<file path="src/rtl/ctblit_pkg.sv">
// Shared types and constants for the clipped color-key blitter.
// Used by ctblit_front, ctblit_queue, ctblit_back and clipped_transparent_blit.
package ctblit_pkg;

  localparam int COORD_BITS = 12;
  localparam int SCR_BITS   = 12;
  localparam int PITCH_BITS = 13;
  localparam int ADDR_BITS  = 24;
  localparam int PIX_BITS   = 8;
  localparam int PROD_BITS  = SCR_BITS + PITCH_BITS;

  // signed screen coordinate width: origin plus count, with room for the sign
  localparam int XW = ((COORD_BITS > SCR_BITS) ? COORD_BITS : SCR_BITS) + 2;

  // queue depth, power of two
  localparam int Q_DEPTH    = 4;
  localparam int Q_PTR_BITS = $clog2(Q_DEPTH);
  localparam int Q_CNT_BITS = $clog2(Q_DEPTH + 1);

  localparam logic REQ_START = 1'b0;
  localparam logic REQ_PIXEL = 1'b1;

  localparam int CFG_IDX_BITS  = 2;
  localparam int CFG_DATA_BITS = PITCH_BITS;
  localparam logic [CFG_IDX_BITS-1:0] REG_CLIP_W     = 2'd0;
  localparam logic [CFG_IDX_BITS-1:0] REG_CLIP_H     = 2'd1;
  localparam logic [CFG_IDX_BITS-1:0] REG_DEST_PITCH = 2'd2;

  localparam logic [SCR_BITS-1:0]   RST_CLIP_W     = 12'd640;
  localparam logic [SCR_BITS-1:0]   RST_CLIP_H     = 12'd480;
  localparam logic [PITCH_BITS-1:0] RST_DEST_PITCH = 13'd640;

  typedef struct packed {
    logic [SCR_BITS-1:0]   clip_w;
    logic [SCR_BITS-1:0]   clip_h;
    logic [PITCH_BITS-1:0] dest_pitch;
  } cfg_t;

  // one clipped, visible pixel on its way to the address stage
  typedef struct packed {
    logic [SCR_BITS-1:0] x;
    logic [SCR_BITS-1:0] y;
    logic [PIX_BITS-1:0] pixel;
  } wr_t;

endpackage

</file>
<file path="src/rtl/clipped_transparent_blit.sv">
// Top level of the clipped color-key 8bpp blitter: config registers and wiring.
// Depends on ctblit_pkg, ctblit_front, ctblit_queue and ctblit_back.
//
//   channel | handshake            | payload
//   in      | in_valid / in_stall  | req_type, pos_x, pos_y, bmp_width, bmp_height, src_pixel
//   out     | out_valid / out_stall| write_address, write_data
//   cfg     | cfg_valid / cfg_ready| cfg_index, cfg_data
//
// One item per clock while in_stall is low; a visible pixel passes the queue, stage A and the output register.
// The rate is set by the front end, which clips and steps the raster counters for each accepted item.
// in_stall rises only when the 4-entry queue in front of the multiply stage is full.
// Reset is synchronous: no active blit, screen 640x480, pitch 640. cfg_ready is always high.
module clipped_transparent_blit (
  input  logic                                     clk,
  input  logic                                     rst_n,
  input  logic                                     in_valid,
  output logic                                     in_stall,
  input  logic                                     in_req_type,
  input  logic signed [ctblit_pkg::COORD_BITS-1:0] in_pos_x,
  input  logic signed [ctblit_pkg::COORD_BITS-1:0] in_pos_y,
  input  logic [ctblit_pkg::COORD_BITS-1:0]        in_bmp_width,
  input  logic [ctblit_pkg::COORD_BITS-1:0]        in_bmp_height,
  input  logic [ctblit_pkg::PIX_BITS-1:0]          in_src_pixel,
  output logic                                     out_valid,
  input  logic                                     out_stall,
  output logic [ctblit_pkg::ADDR_BITS-1:0]         out_write_address,
  output logic [ctblit_pkg::PIX_BITS-1:0]          out_write_data,
  input  logic                                     cfg_valid,
  output logic                                     cfg_ready,
  input  logic [ctblit_pkg::CFG_IDX_BITS-1:0]      cfg_index,
  input  logic [ctblit_pkg::CFG_DATA_BITS-1:0]     cfg_data
);
  import ctblit_pkg::*;

  cfg_t cfg_r;
  logic q_full, q_empty, push, pop;
  wr_t  push_item, q_head;

  assign cfg_ready = 1'b1;

  always_ff @(posedge clk) begin
    if (!rst_n) begin
      cfg_r.clip_w     <= RST_CLIP_W;
      cfg_r.clip_h     <= RST_CLIP_H;
      cfg_r.dest_pitch <= RST_DEST_PITCH;
    end else if (cfg_valid && cfg_ready) begin
      unique case (cfg_index)
        REG_CLIP_W:     cfg_r.clip_w     <= cfg_data[SCR_BITS-1:0];
        REG_CLIP_H:     cfg_r.clip_h     <= cfg_data[SCR_BITS-1:0];
        REG_DEST_PITCH: cfg_r.dest_pitch <= cfg_data[PITCH_BITS-1:0];
        default: ;
      endcase
    end
  end

  ctblit_front u_front (
    .clk           (clk),
    .rst_n         (rst_n),
    .in_valid      (in_valid),
    .in_stall      (in_stall),
    .in_req_type   (in_req_type),
    .in_pos_x      (in_pos_x),
    .in_pos_y      (in_pos_y),
    .in_bmp_width  (in_bmp_width),
    .in_bmp_height (in_bmp_height),
    .in_src_pixel  (in_src_pixel),
    .cfg           (cfg_r),
    .q_full        (q_full),
    .push          (push),
    .push_item     (push_item)
  );

  ctblit_queue u_queue (
    .clk       (clk),
    .rst_n     (rst_n),
    .push      (push),
    .push_item (push_item),
    .full      (q_full),
    .pop       (pop),
    .head      (q_head),
    .empty     (q_empty)
  );

  ctblit_back u_back (
    .clk               (clk),
    .rst_n             (rst_n),
    .cfg               (cfg_r),
    .q_empty           (q_empty),
    .q_head            (q_head),
    .pop               (pop),
    .out_valid         (out_valid),
    .out_stall         (out_stall),
    .out_write_address (out_write_address),
    .out_write_data    (out_write_data)
  );

endmodule

</file>
<file path="src/rtl/ctblit_front.sv">
// Front end: accepts start and pixel items, tracks the raster position, clips.
// Depends on ctblit_pkg; pushes visible pixels into ctblit_queue.
module ctblit_front (
  input  logic                                 clk,
  input  logic                                 rst_n,
  input  logic                                 in_valid,
  output logic                                 in_stall,
  input  logic                                 in_req_type,
  input  logic signed [ctblit_pkg::COORD_BITS-1:0] in_pos_x,
  input  logic signed [ctblit_pkg::COORD_BITS-1:0] in_pos_y,
  input  logic [ctblit_pkg::COORD_BITS-1:0]    in_bmp_width,
  input  logic [ctblit_pkg::COORD_BITS-1:0]    in_bmp_height,
  input  logic [ctblit_pkg::PIX_BITS-1:0]      in_src_pixel,
  input  ctblit_pkg::cfg_t                     cfg,
  input  logic                                 q_full,
  output logic                                 push,
  output ctblit_pkg::wr_t                      push_item
);
  import ctblit_pkg::*;

  logic                  active_r;
  logic [COORD_BITS-1:0] origin_x_r, origin_y_r;
  logic [COORD_BITS-1:0] size_w_r, size_h_r;
  logic [COORD_BITS-1:0] col_r, row_r;

  logic                  accept;
  logic [XW-1:0]         x_pos, y_pos;
  logic                  x_in, y_in;
  logic                  col_last, row_last;

  assign in_stall = q_full;
  assign accept   = in_valid && !q_full;

  assign x_pos = {{(XW-COORD_BITS){origin_x_r[COORD_BITS-1]}}, origin_x_r}
               + {{(XW-COORD_BITS){1'b0}}, col_r};
  assign y_pos = {{(XW-COORD_BITS){origin_y_r[COORD_BITS-1]}}, origin_y_r}
               + {{(XW-COORD_BITS){1'b0}}, row_r};

  assign x_in = !x_pos[XW-1] && (x_pos < {{(XW-SCR_BITS){1'b0}}, cfg.clip_w});
  assign y_in = !y_pos[XW-1] && (y_pos < {{(XW-SCR_BITS){1'b0}}, cfg.clip_h});

  assign col_last = ({1'b0, col_r} + 1'b1) >= {1'b0, size_w_r};
  assign row_last = ({1'b0, row_r} + 1'b1) >= {1'b0, size_h_r};

  assign push = accept && (in_req_type == REQ_PIXEL) && active_r &&
                (in_src_pixel != '0) && x_in && y_in;

  always_comb begin
    push_item.x     = x_pos[SCR_BITS-1:0];
    push_item.y     = y_pos[SCR_BITS-1:0];
    push_item.pixel = in_src_pixel;
  end

  always_ff @(posedge clk) begin
    if (!rst_n) begin
      active_r   <= 1'b0;
      origin_x_r <= '0;
      origin_y_r <= '0;
      size_w_r   <= '0;
      size_h_r   <= '0;
      col_r      <= '0;
      row_r      <= '0;
    end else if (accept) begin
      if (in_req_type == REQ_START) begin
        origin_x_r <= in_pos_x;
        origin_y_r <= in_pos_y;
        size_w_r   <= in_bmp_width;
        size_h_r   <= in_bmp_height;
        col_r      <= '0;
        row_r      <= '0;
        active_r   <= (in_bmp_width != '0) && (in_bmp_height != '0);
      end else if (active_r) begin
        if (col_last) begin
          col_r <= '0;
          if (row_last) begin
            row_r    <= '0;
            active_r <= 1'b0;
          end else begin
            row_r <= row_r + 1'b1;
          end
        end else begin
          col_r <= col_r + 1'b1;
        end
      end
    end
  end

endmodule

</file>
<file path="src/rtl/ctblit_queue.sv">
// Short FIFO between the clipping front end and the address back end.
// Depends on ctblit_pkg for the entry type and depth.
module ctblit_queue (
  input  logic            clk,
  input  logic            rst_n,
  input  logic            push,
  input  ctblit_pkg::wr_t push_item,
  output logic            full,
  input  logic            pop,
  output ctblit_pkg::wr_t head,
  output logic            empty
);
  import ctblit_pkg::*;

  wr_t                   mem_r [Q_DEPTH];
  logic [Q_PTR_BITS-1:0] wr_ptr_r, rd_ptr_r;
  logic [Q_CNT_BITS-1:0] count_r;

  assign full  = (count_r == Q_CNT_BITS'(Q_DEPTH));
  assign empty = (count_r == '0);
  assign head  = mem_r[rd_ptr_r];

  always_ff @(posedge clk) begin
    if (push) begin
      mem_r[wr_ptr_r] <= push_item;
    end
  end

  always_ff @(posedge clk) begin
    if (!rst_n) begin
      wr_ptr_r <= '0;
      rd_ptr_r <= '0;
      count_r  <= '0;
    end else begin
      if (push) wr_ptr_r <= wr_ptr_r + 1'b1;
      if (pop)  rd_ptr_r <= rd_ptr_r + 1'b1;
      if (push && !pop)      count_r <= count_r + 1'b1;
      else if (pop && !push) count_r <= count_r - 1'b1;
    end
  end

  a_no_overflow: assert property (@(posedge clk) disable iff (!rst_n)
    full |-> !push) else $error("queue push while full");

  a_no_underflow: assert property (@(posedge clk) disable iff (!rst_n)
    empty |-> !pop) else $error("queue pop while empty");

  a_count_range: assert property (@(posedge clk) disable iff (!rst_n)
    count_r <= Q_CNT_BITS'(Q_DEPTH)) else $error("queue count out of range");

  a_ptr_track: assert property (@(posedge clk) disable iff (!rst_n)
    (count_r == '0) |-> (wr_ptr_r == rd_ptr_r))
    else $error("queue pointers disagree with count");

endmodule

</file>
<file path="src/rtl/ctblit_back.sv">
// Back end: forms the destination address x + y * pitch and holds the output item.
// Depends on ctblit_pkg; pops entries from ctblit_queue.
module ctblit_back (
  input  logic                               clk,
  input  logic                               rst_n,
  input  ctblit_pkg::cfg_t                   cfg,
  input  logic                               q_empty,
  input  ctblit_pkg::wr_t                    q_head,
  output logic                               pop,
  output logic                               out_valid,
  input  logic                               out_stall,
  output logic [ctblit_pkg::ADDR_BITS-1:0]   out_write_address,
  output logic [ctblit_pkg::PIX_BITS-1:0]    out_write_data
);
  import ctblit_pkg::*;

  logic                 a_valid_r;
  logic [SCR_BITS-1:0]  a_x_r;
  logic [PIX_BITS-1:0]  a_pix_r;
  logic [PROD_BITS-1:0] a_prod_r;

  logic                 out_valid_r;
  logic [ADDR_BITS-1:0] out_addr_r;
  logic [PIX_BITS-1:0]  out_data_r;

  logic out_move, a_move;

  assign out_move = !out_valid_r || !out_stall;
  assign a_move   = !a_valid_r || out_move;
  assign pop      = !q_empty && a_move;

  assign out_valid         = out_valid_r;
  assign out_write_address = out_addr_r;
  assign out_write_data    = out_data_r;

  // stage A: row offset product
  always_ff @(posedge clk) begin
    if (pop) begin
      a_x_r    <= q_head.x;
      a_pix_r  <= q_head.pixel;
      a_prod_r <= {{PITCH_BITS{1'b0}}, q_head.y} * {{SCR_BITS{1'b0}}, cfg.dest_pitch};
    end
  end

  // output register: add column, wrap to address width
  always_ff @(posedge clk) begin
    if (out_move && a_valid_r) begin
      out_addr_r <= a_prod_r[ADDR_BITS-1:0] + {{(ADDR_BITS-SCR_BITS){1'b0}}, a_x_r};
      out_data_r <= a_pix_r;
    end
  end

  always_ff @(posedge clk) begin
    if (!rst_n) begin
      a_valid_r   <= 1'b0;
      out_valid_r <= 1'b0;
    end else begin
      if (a_move)   a_valid_r   <= pop;
      if (out_move) out_valid_r <= a_valid_r;
    end
  end

  a_hold_out: assert property (@(posedge clk) disable iff (!rst_n)
    (out_valid_r && out_stall) |=> (out_valid_r && $stable(out_addr_r) && $stable(out_data_r)))
    else $error("output item changed under stall");

  a_nonzero_data: assert property (@(posedge clk) disable iff (!rst_n)
    out_valid_r |-> (out_data_r != '0)) else $error("transparent pixel written");

  a_stage_hold: assert property (@(posedge clk) disable iff (!rst_n)
    (a_valid_r && !out_move) |=> (a_valid_r && $stable(a_prod_r)))
    else $error("stage A lost an item");

endmodule
</file>
<file path="config.mk">
export PLATFORM = sky130hd
export DESIGN_NAME = clipped_transparent_blit
export DESIGN_NICKNAME = d
export VERILOG_FILES = /design/src/rtl/ctblit_pkg.sv /design/src/rtl/clipped_transparent_blit.sv /design/src/rtl/ctblit_front.sv /design/src/rtl/ctblit_queue.sv /design/src/rtl/ctblit_back.sv
export SDC_FILE = /design/constraint.sdc
export NUM_CORES = 1
export LEC_CHECK = 0
export BUFFER_PORTS_ARGS = -buffer_cell sky130_fd_sc_hd__buf_4
export CORE_MARGIN = 2
export CORE_UTILIZATION = 47
export CTS_CLUSTER_DIAMETER = 200
export DETAILED_ROUTE_END_ITERATION = 6
export GPL_TIMING_DRIVEN = 0
export SLEW_MARGIN = 25
export SYNTH_ARGS = -nofsm -noshare
export SYNTH_HDL_FRONTEND = slang
export SYNTH_SLANG_ARGS = --single-unit
</file>
<file path="constraint.sdc">
create_clock -name clk -period 8.9 [get_ports clk]
set_input_delay 0.445 -clock clk [delete_from_list [all_inputs] [get_ports clk]]
set_output_delay 0.445 -clock clk [all_outputs]
set_load 0.02 [all_outputs]
</file>
==> out/qor.csv, run 1 <==
stage,metric,value,unit
power,net-switching-power,2.23,mW
power,ir_drop,0.135,mV
critical_path,worstSetupPathType,register to register,
hold_path,hold_path.class,primary input to register,
final_layout,fillers,3639,
floorplan,die_y,210,µm
floorplan,core_region_area,41900,µm²
critical_path,crit_buf_inv,6,
clock_network,clock_latency,550,ps
critical_path,cpMostUsedCell,fa_1,
power,p_int,3.99,mW
timing,max_slew_margin,36.8,%
clock_network,cts-hold-fix-buffers,0,
critical_path,crit_slowest_cell,mux4_2,
floorplan,die-area,44100,µm²
timing,hold_viol,0,
routing,avgRoutedWirePerCell,17.1,µm
yosys,yosys.cell_types.count,77,
final_layout,final_common_cell,nand2_1,
clock_network,cts_buffers,37,
routing,vias,13400,
yosys,seq_area_frac_synth,42.9,%
placement,gp_congestion,0.868,
floorplan,io_pins,112,
critical_path,crit_family,adder cells,
power,p_sw_share,35.8,%
final_layout,seqCellArea,8550,µm²
final_layout,multi_input_area,10300,µm²
yosys,syn_area_per_cell,10.7,µm²
yosys,postSynthCellCount,1863,
routing,wl,44300,µm
timing,grt_setup_unrepaired,false,
yosys,synth_nets,2204,
timing,clock_skew,8.28,ps
power,power_density,273,nW/µm²
global_route,grt_antenna_before_repair,2,
routing,antenna_left,0,
placement,dp_hpwl,34600,µm
clock_network,post-cts-setup-buffers,0,
global_route,grt_pass1_vias,13700,
yosys,syn_area,19900,µm²
critical_path,crit_arrival,7360,ps
critical_path,startpoint_type,register,
routing,drc,0,
yosys,ys_seq_elements,325,
timing,fin_ws,1820,ps
yosys,synth_edf_count,204,
global_route,grt.total_usage,20.8,%
yosys,synthFlopType,edfxtp_1,
power,combPwrFrac,42.2,%
timing,fmaxAchievable,0.141,GHz
critical_path,crit_path_end_kind,register,
final_layout,final_core_util,54.4,%
final_layout,nNetsFinal,2359,
clock_network,cts_resized,0,
power,leakagePower,9.41,nW
timing,setup_viol,0,
power,p_clk_share,24.0,%
timing,tightest_slew,940,ps
routing,viasPerCell,5.19,
critical_path,slowest_delay,640,ps
final_layout,drive_above_1_share,11.7,%
global_route,grt_overflow_total,0,
routing,drt_iter0_markers,699,
yosys,ys_warn_count,0,
global_route,grt_pass1_wl,71700,µm
timing,finalSetupTns,0,ps
global_route,grt_max_degree,26,
clock_network,cts_root_buf,clkbuf_16,
clock_network,path_clk_slew,60,ps
run_status,status,"complete, no violations",
clock_network,tritoncts,built,
yosys,async_flop_share,0,%
final_layout,syn_to_final_growth,14.5,%
power,pwr-share-seq,33.9,%
timing,maxSlewViolCount,0,
clock_network,ctsLongestPathBuffers,3,
timing,timing.final.crit_share,79.5,%
final_layout,final_cell_mix,"nand2_1 (325), inv_1 (230), edfxtp_1 (204)",
critical_path,worstPathCellList,clkbuf_1 -> buf_2 -> mux4_2 -> clkbuf_1 -> nand2_1 -> fa_1 -> fa_1 -> fa_1 -> inv_1 -> fa_1 -> inv_1 -> fa_1 -> inv_1 -> ha_1 -> o21a_1 -> o21ai_0 -> a32oi_1 -> a41oi_1 -> a21oi_1 -> o21ai_1 -> nand2_1 -> o41ai_1 -> xnor2_1,
critical_path,worstPathMaxFanout,10,
critical_path,cp.required,9180,ps
floorplan,start_util,47.5,%
power,finalPower,6.23,mW
floorplan,dieWidth,210,µm
clock_network,htree_levels,2,
clock_network,clock-sinks,325,
floorplan,rows,75,
placement,post-place-ws,1810,ps
flow_run,maxCapViolCount,0,
placement,portBuffers,109,
timing,min_period,7080,ps
routing,drtPass1Iterations,5,
## logic make-up after synthesis
logic type / Yosys count / share of synthesized area [%]
fa+ha+maj: 264 / 20.8
xor+xnor: 82 / 3.60
compound gates: 282 / 9.72
mux: 35 / 3.77
flops: 325 / 42.9
other cells: 1 / 0.0188
simple gates: 575 / 13.5
buf+inv: 299 / 5.68
## through the flow
step | area [µm²] | cells | hold slack [ps]
after floorplan | 19900 | 1863 | 400
after global placement | 21400 | 2511 | 405
after detailed placement | 21600 | 2518 | 405
after CTS | 22800 | 2586 | 74.3
after global routing | 22800 | 2586 | 81.4
final | 22800 | 2587 | 109
## power by group through the flow
stage | sequential, mW | clock [mW] | combinational, mW
floorplan | 2.21 | 0 | 1.85
global placement | 2.17 | 0 | 2.53
detailed placement | 2.14 | 0 | 2.64
CTS | 2.11 | 1.53 | 2.66
global route | 2.13 | 1.59 | 3.00
finish | 2.11 | 1.49 | 2.63
## final timing paths
check	from	end	slack, ps	depth (start not counted)
min reg2reg	u_back.a_pix_r[7]	u_back.out_write_data[7]	420	0
max reg2reg	register	u_back.a_prod_r[22]	1820	23
min	in_src_pixel[7]	u_queue.mem_r[2][7]	110	1
max	register	u_back.a_prod_r[22]	1820	23
## sequential cells by signal, indices dropped and copies added (netlist names), 2 cells and up, named ones only
register and flops:
u_front.origin_y_r 12, u_front.col_r 12, u_queue.mem_r 128, u_front.size_h_r 12
u_back.a_pix_r 8, u_back.a_prod_r 24, u_front.row_r 12, u_back.a_x_r 12
u_queue.wr_ptr_r 2, u_back.out_write_address 24, u_front.size_w_r 12, u_front.origin_x_r 12
cfg_r 37, u_queue.count_r 3, u_queue.rd_ptr_r 2, u_back.out_write_data 8
## per-layer routing
metal / GRT usage [%] / up-vias / part of all wire (%)
met2: 36.3 / 253 / 49
li1: - / 6623 / -
met4: 7.75 / 4 / 3.3
met3: 3.25 / 78 / 3.7
met5: 0 / - / 0.070
met1: 26.0 / 6458 / 43
## area by class of cell
| type | instances | area share, % |
|---|---|---|
| diodes | 1 | 0.0110 |
| multi-input cells | 1239 | 45.1 |
| inverters | 230 | 3.78 |
| repair buffers | 116 | 4.30 |
| plain buffers | 69 | 1.17 |
| well taps | 539 | 2.95 |
| flip-flops and latches | 325 | 37.5 |
| clock inverters | 23 | 0.976 |
| clock buffers | 45 | 4.28 |
## Yosys cell counts (4+ instances only)
library cell | count | area [µm²]
a31oi_1 | 15 | 93.8
a21oi_1 | 56 | 280
o21ai_1 | 6 | 30.0
a21o_1 | 17 | 128
mux4_2 | 32 | 721
buf_2 | 4 | 20.0
clkbuf_1 | 59 | 221
o211ai_1 | 11 | 82.6
dfxtp_1 | 121 | 2420
nor2_1 | 41 | 154
inv_1 | 230 | 863
nand2_1 | 325 | 1220
buf_1 | 5 | 18.8
o21bai_1 | 5 | 37.5
fa_1 | 113 | 2260
a21boi_0 | 83 | 623
nor4_1 | 8 | 50.1
o21a_1 | 12 | 90.1
o21ai_0 | 33 | 165
a211oi_1 | 8 | 60.1
and2_1 | 69 | 432
or3_1 | 8 | 50.1
and3_1 | 11 | 68.8
nand4_1 | 9 | 56.3
nand3b_1 | 5 | 37.5
xor2_1 | 21 | 184
edfxtp_1 | 204 | 6130
nand3_1 | 37 | 185
nor3_1 | 15 | 75.1
or3b_1 | 4 | 35.0
nor2b_1 | 14 | 87.6
nand2b_1 | 8 | 50.1
xnor2_1 | 61 | 534
ha_1 | 151 | 1890
## worst reg2reg max path: stages (launching register included)
cell and delay [ps]:
dfxtp_1 300, clkbuf_1 310, buf_2 410, mux4_2 640
clkbuf_1 290, nand2_1 170, fa_1 440, fa_1 500
fa_1 490, inv_1 50, fa_1 530, inv_1 50
fa_1 520, inv_1 40, ha_1 370, o21a_1 140
o21ai_0 170, a32oi_1 150, a41oi_1 360, a21oi_1 160
o21ai_1 170, nand2_1 90, o41ai_1 330, xnor2_1 130
No activity file was read; power rests on OpenSTA's default activity.
==> run 2, diff against run 1 <==
--- a/config.mk
+++ b/config.mk
@@ -11,6 +11,7 @@
 export CTS_CLUSTER_DIAMETER = 200
 export DETAILED_ROUTE_END_ITERATION = 6
 export GPL_TIMING_DRIVEN = 0
+export PLACE_DENSITY = 0.67
 export SLEW_MARGIN = 25
 export SYNTH_ARGS = -nofsm -noshare
 export SYNTH_HDL_FRONTEND = slang
==> constraint.sdc (replaced) <==
create_clock -name clk -period 6.1 [get_ports clk]
set_input_delay 0.305 -clock clk [delete_from_list [all_inputs] [get_ports clk]]
set_output_delay 0.305 -clock clk [all_outputs]
set_load 0.02 [all_outputs]
==> run 2 against run 1 <==
  * Clock skew increased by 14 ps
  * Final cell count increased by 1.3%
  * Count of clock-buffer cells in the layout increased by 6
  * Largest cell class unchanged
  * Worst setup slack got worse by 1700 ps
  * Sequential power increased by 46%
  * Critical endpoint is now u_back.a_prod_r[23]
==> out/qor.csv, run 2 (synthesized netlist as in run 1, its figures left out) <==
stage,metric,value,unit
timing,hold_viol,0,
floorplan,start_util,47.5,%
global_route,grt.total_usage,20.6,%
run_status,status,"complete, no violations",
critical_path,cpMostUsedCell,fa_1,
timing,hold_slack,17.2,ps
global_route,grt_antenna_before_repair,2,
placement,dp_hpwl,34400,µm
routing,antenna_left,0,
global_route,grt_pass1_wl,71700,µm
timing,timing.final.crit_share,98.2,%
placement,placed_area,21600,µm²
critical_path,slowest_delay,550,ps
final_layout,drive_above_1_share,15.3,%
critical_path,worstPathMaxFanout,8,
critical_path,cp.required,6380,ps
power,leakagePower,9.74,nW
timing,tightest_slew,1070,ps
timing,finalSetupTns,0,ps
floorplan,dieWidth,210,µm
hold_path,hold_path.class,primary input to register,
floorplan,rows,75,
clock_network,cts_root_buf,clkbuf_16,
final_layout,largest_reg_flops,128,
critical_path,startpoint_type,register,
clock_network,htree_levels,2,
floorplan,core_region_area,41900,µm²
final_layout,nNetsFinal,2393,
timing,max_slew_margin,28.1,%
timing,fmaxAchievable,0.167,GHz
global_route,grt_overflow_total,0,
timing,setup_viol,0,
final_layout,final_common_cell,nand2_1,
timing,clock_skew,22.3,ps
routing,viasPerCell,5.28,
clock_network,clock_latency,560,ps
routing,drc,0,
timing,maxSlewViolCount,0,
global_route,grt_pass1_vias,14200,
final_layout,regMostFlops,u_queue.mem_r,
final_layout,final_area,23700,µm²
clock_network,cts_buffers,37,
clock_network,ctsLongestPathBuffers,3,
routing,avgRoutedWirePerCell,17.2,µm
timing,grt_setup_unrepaired,true,
power,ir_drop,0.253,mV
floorplan,die-area,44100,µm²
flow_run,maxCapViolCount,0,
critical_path,crit_path_end_kind,register,
critical_path,crit_slowest_cell,mux4_2,
final_layout,final_cell_mix,"nand2_1 (319), inv_1 (223), edfxtp_1 (204)",
routing,drtPass1Iterations,5,
timing,min_period,5990,ps
floorplan,die_y,210,µm
clock_network,clock-sinks,325,
routing,drt_iter0_markers,973,
routing,vias,13800,
critical_path,worstPathCellList,buf_8 -> buf_12 -> mux4_2 -> buf_8 -> nand2_1 -> fa_1 -> fa_1 -> fa_1 -> inv_1 -> fa_1 -> inv_1 -> fa_1 -> inv_2 -> ha_4 -> a2111oi_4 -> a31oi_4 -> o211ai_1 -> a31oi_1 -> o21a_1 -> nor2_2 -> xnor2_2,
global_route,grt_max_degree,24,
critical_path,worstSetupPathType,register to register,
placement,portBuffers,109,
routing,wl,45000,µm
floorplan,io_pins,112,
critical_path,crit_arrival,6270,ps
placement,gp_congestion,0.882,
final_layout,antennaDiodeCount,0,
power,finalPower,9.99,mW
final_layout,syn_to_final_growth,19.1,%
clock_network,path_clk_slew,60,ps
clock_network,tritoncts,built,
power,power_density,421,nW/µm²
final_layout,reg_top3,"u_queue.mem_r: 128 flops, cfg_r: 37 flops",
run 2: per-stage QoR:
step                util (%)  cells  setup WS, ps
floorplan                  -   1863          94.4
global placement        51.1   2511         -1050
detailed placement      51.6   2518         -1130
CTS                     55.7   2604          1.88
global route            56.6   2620          -104
finish                  56.6   2620           107
run 2: final cells by class:
cell class                 instances  area, µm²
inverter                         230        863
clock inverter                    17        248
multi-input combinational       1241      10600
fill                            3544      18200
timing repair buffer             154       1330
buffer                            63        337
tap                              539        674
sequential                       325       8550
clock buffer                      51       1110
run 2: timing repair:
item | 4_1_cts | 5_1_grt
endpoints found under the hold margin | 35 | 0
hold buffers | 11 | 0
buffers inserted | 11 | 15
pin swaps | 15 | 51
cloned | 1 | 2
endpoints found under the setup margin | 12 | 6
gates resized for setup | 42 | 49
run 2: where the power goes:
part	total [mW]	leakage (nW)	internal, mW	switching (mW)
Sequential	3.08	2.89	2.92	0.162
Clock	2.41	0.646	1.50	0.917
Combinational	4.50	6.20	2.03	2.47
run 2: worst max-delay path, delay by kind of cell (launching register included):
| family | cells | cell delay, ps |
|---|---|---|
| compound gates | 5 | 1280 |
| xor+xnor | 1 | 110 |
| fa+ha+maj | 6 | 2680 |
| buf+inv | 6 | 570 |
| flops | 1 | 330 |
| mux | 1 | 550 |
| simple gates | 2 | 220 |
run 2: final timing paths:
kind                                        start                  endpoint  slack [ps]  depth (start not counted)
worst max-delay path                     register       u_back.a_prod_r[23]         110                         21
worst min-delay path              in_bmp_width[8]       u_front.size_w_r[8]          20                          3
worst max register to register           register       u_back.a_prod_r[23]         110                         21
worst min register to register  u_back.a_pix_r[3]  u_back.out_write_data[3]         420                          0
run 2: routing by layer:
metal | share of wire [%] | track usage, % | vias up
met5 | 0.067 | 0 | -
met4 | 3.1 | 7.29 | 4
met3 | 4.9 | 3.26 | 84
met2 | 49 | 36.4 | 318
met1 | 43 | 25.8 | 6722
li1 | - | - | 6710
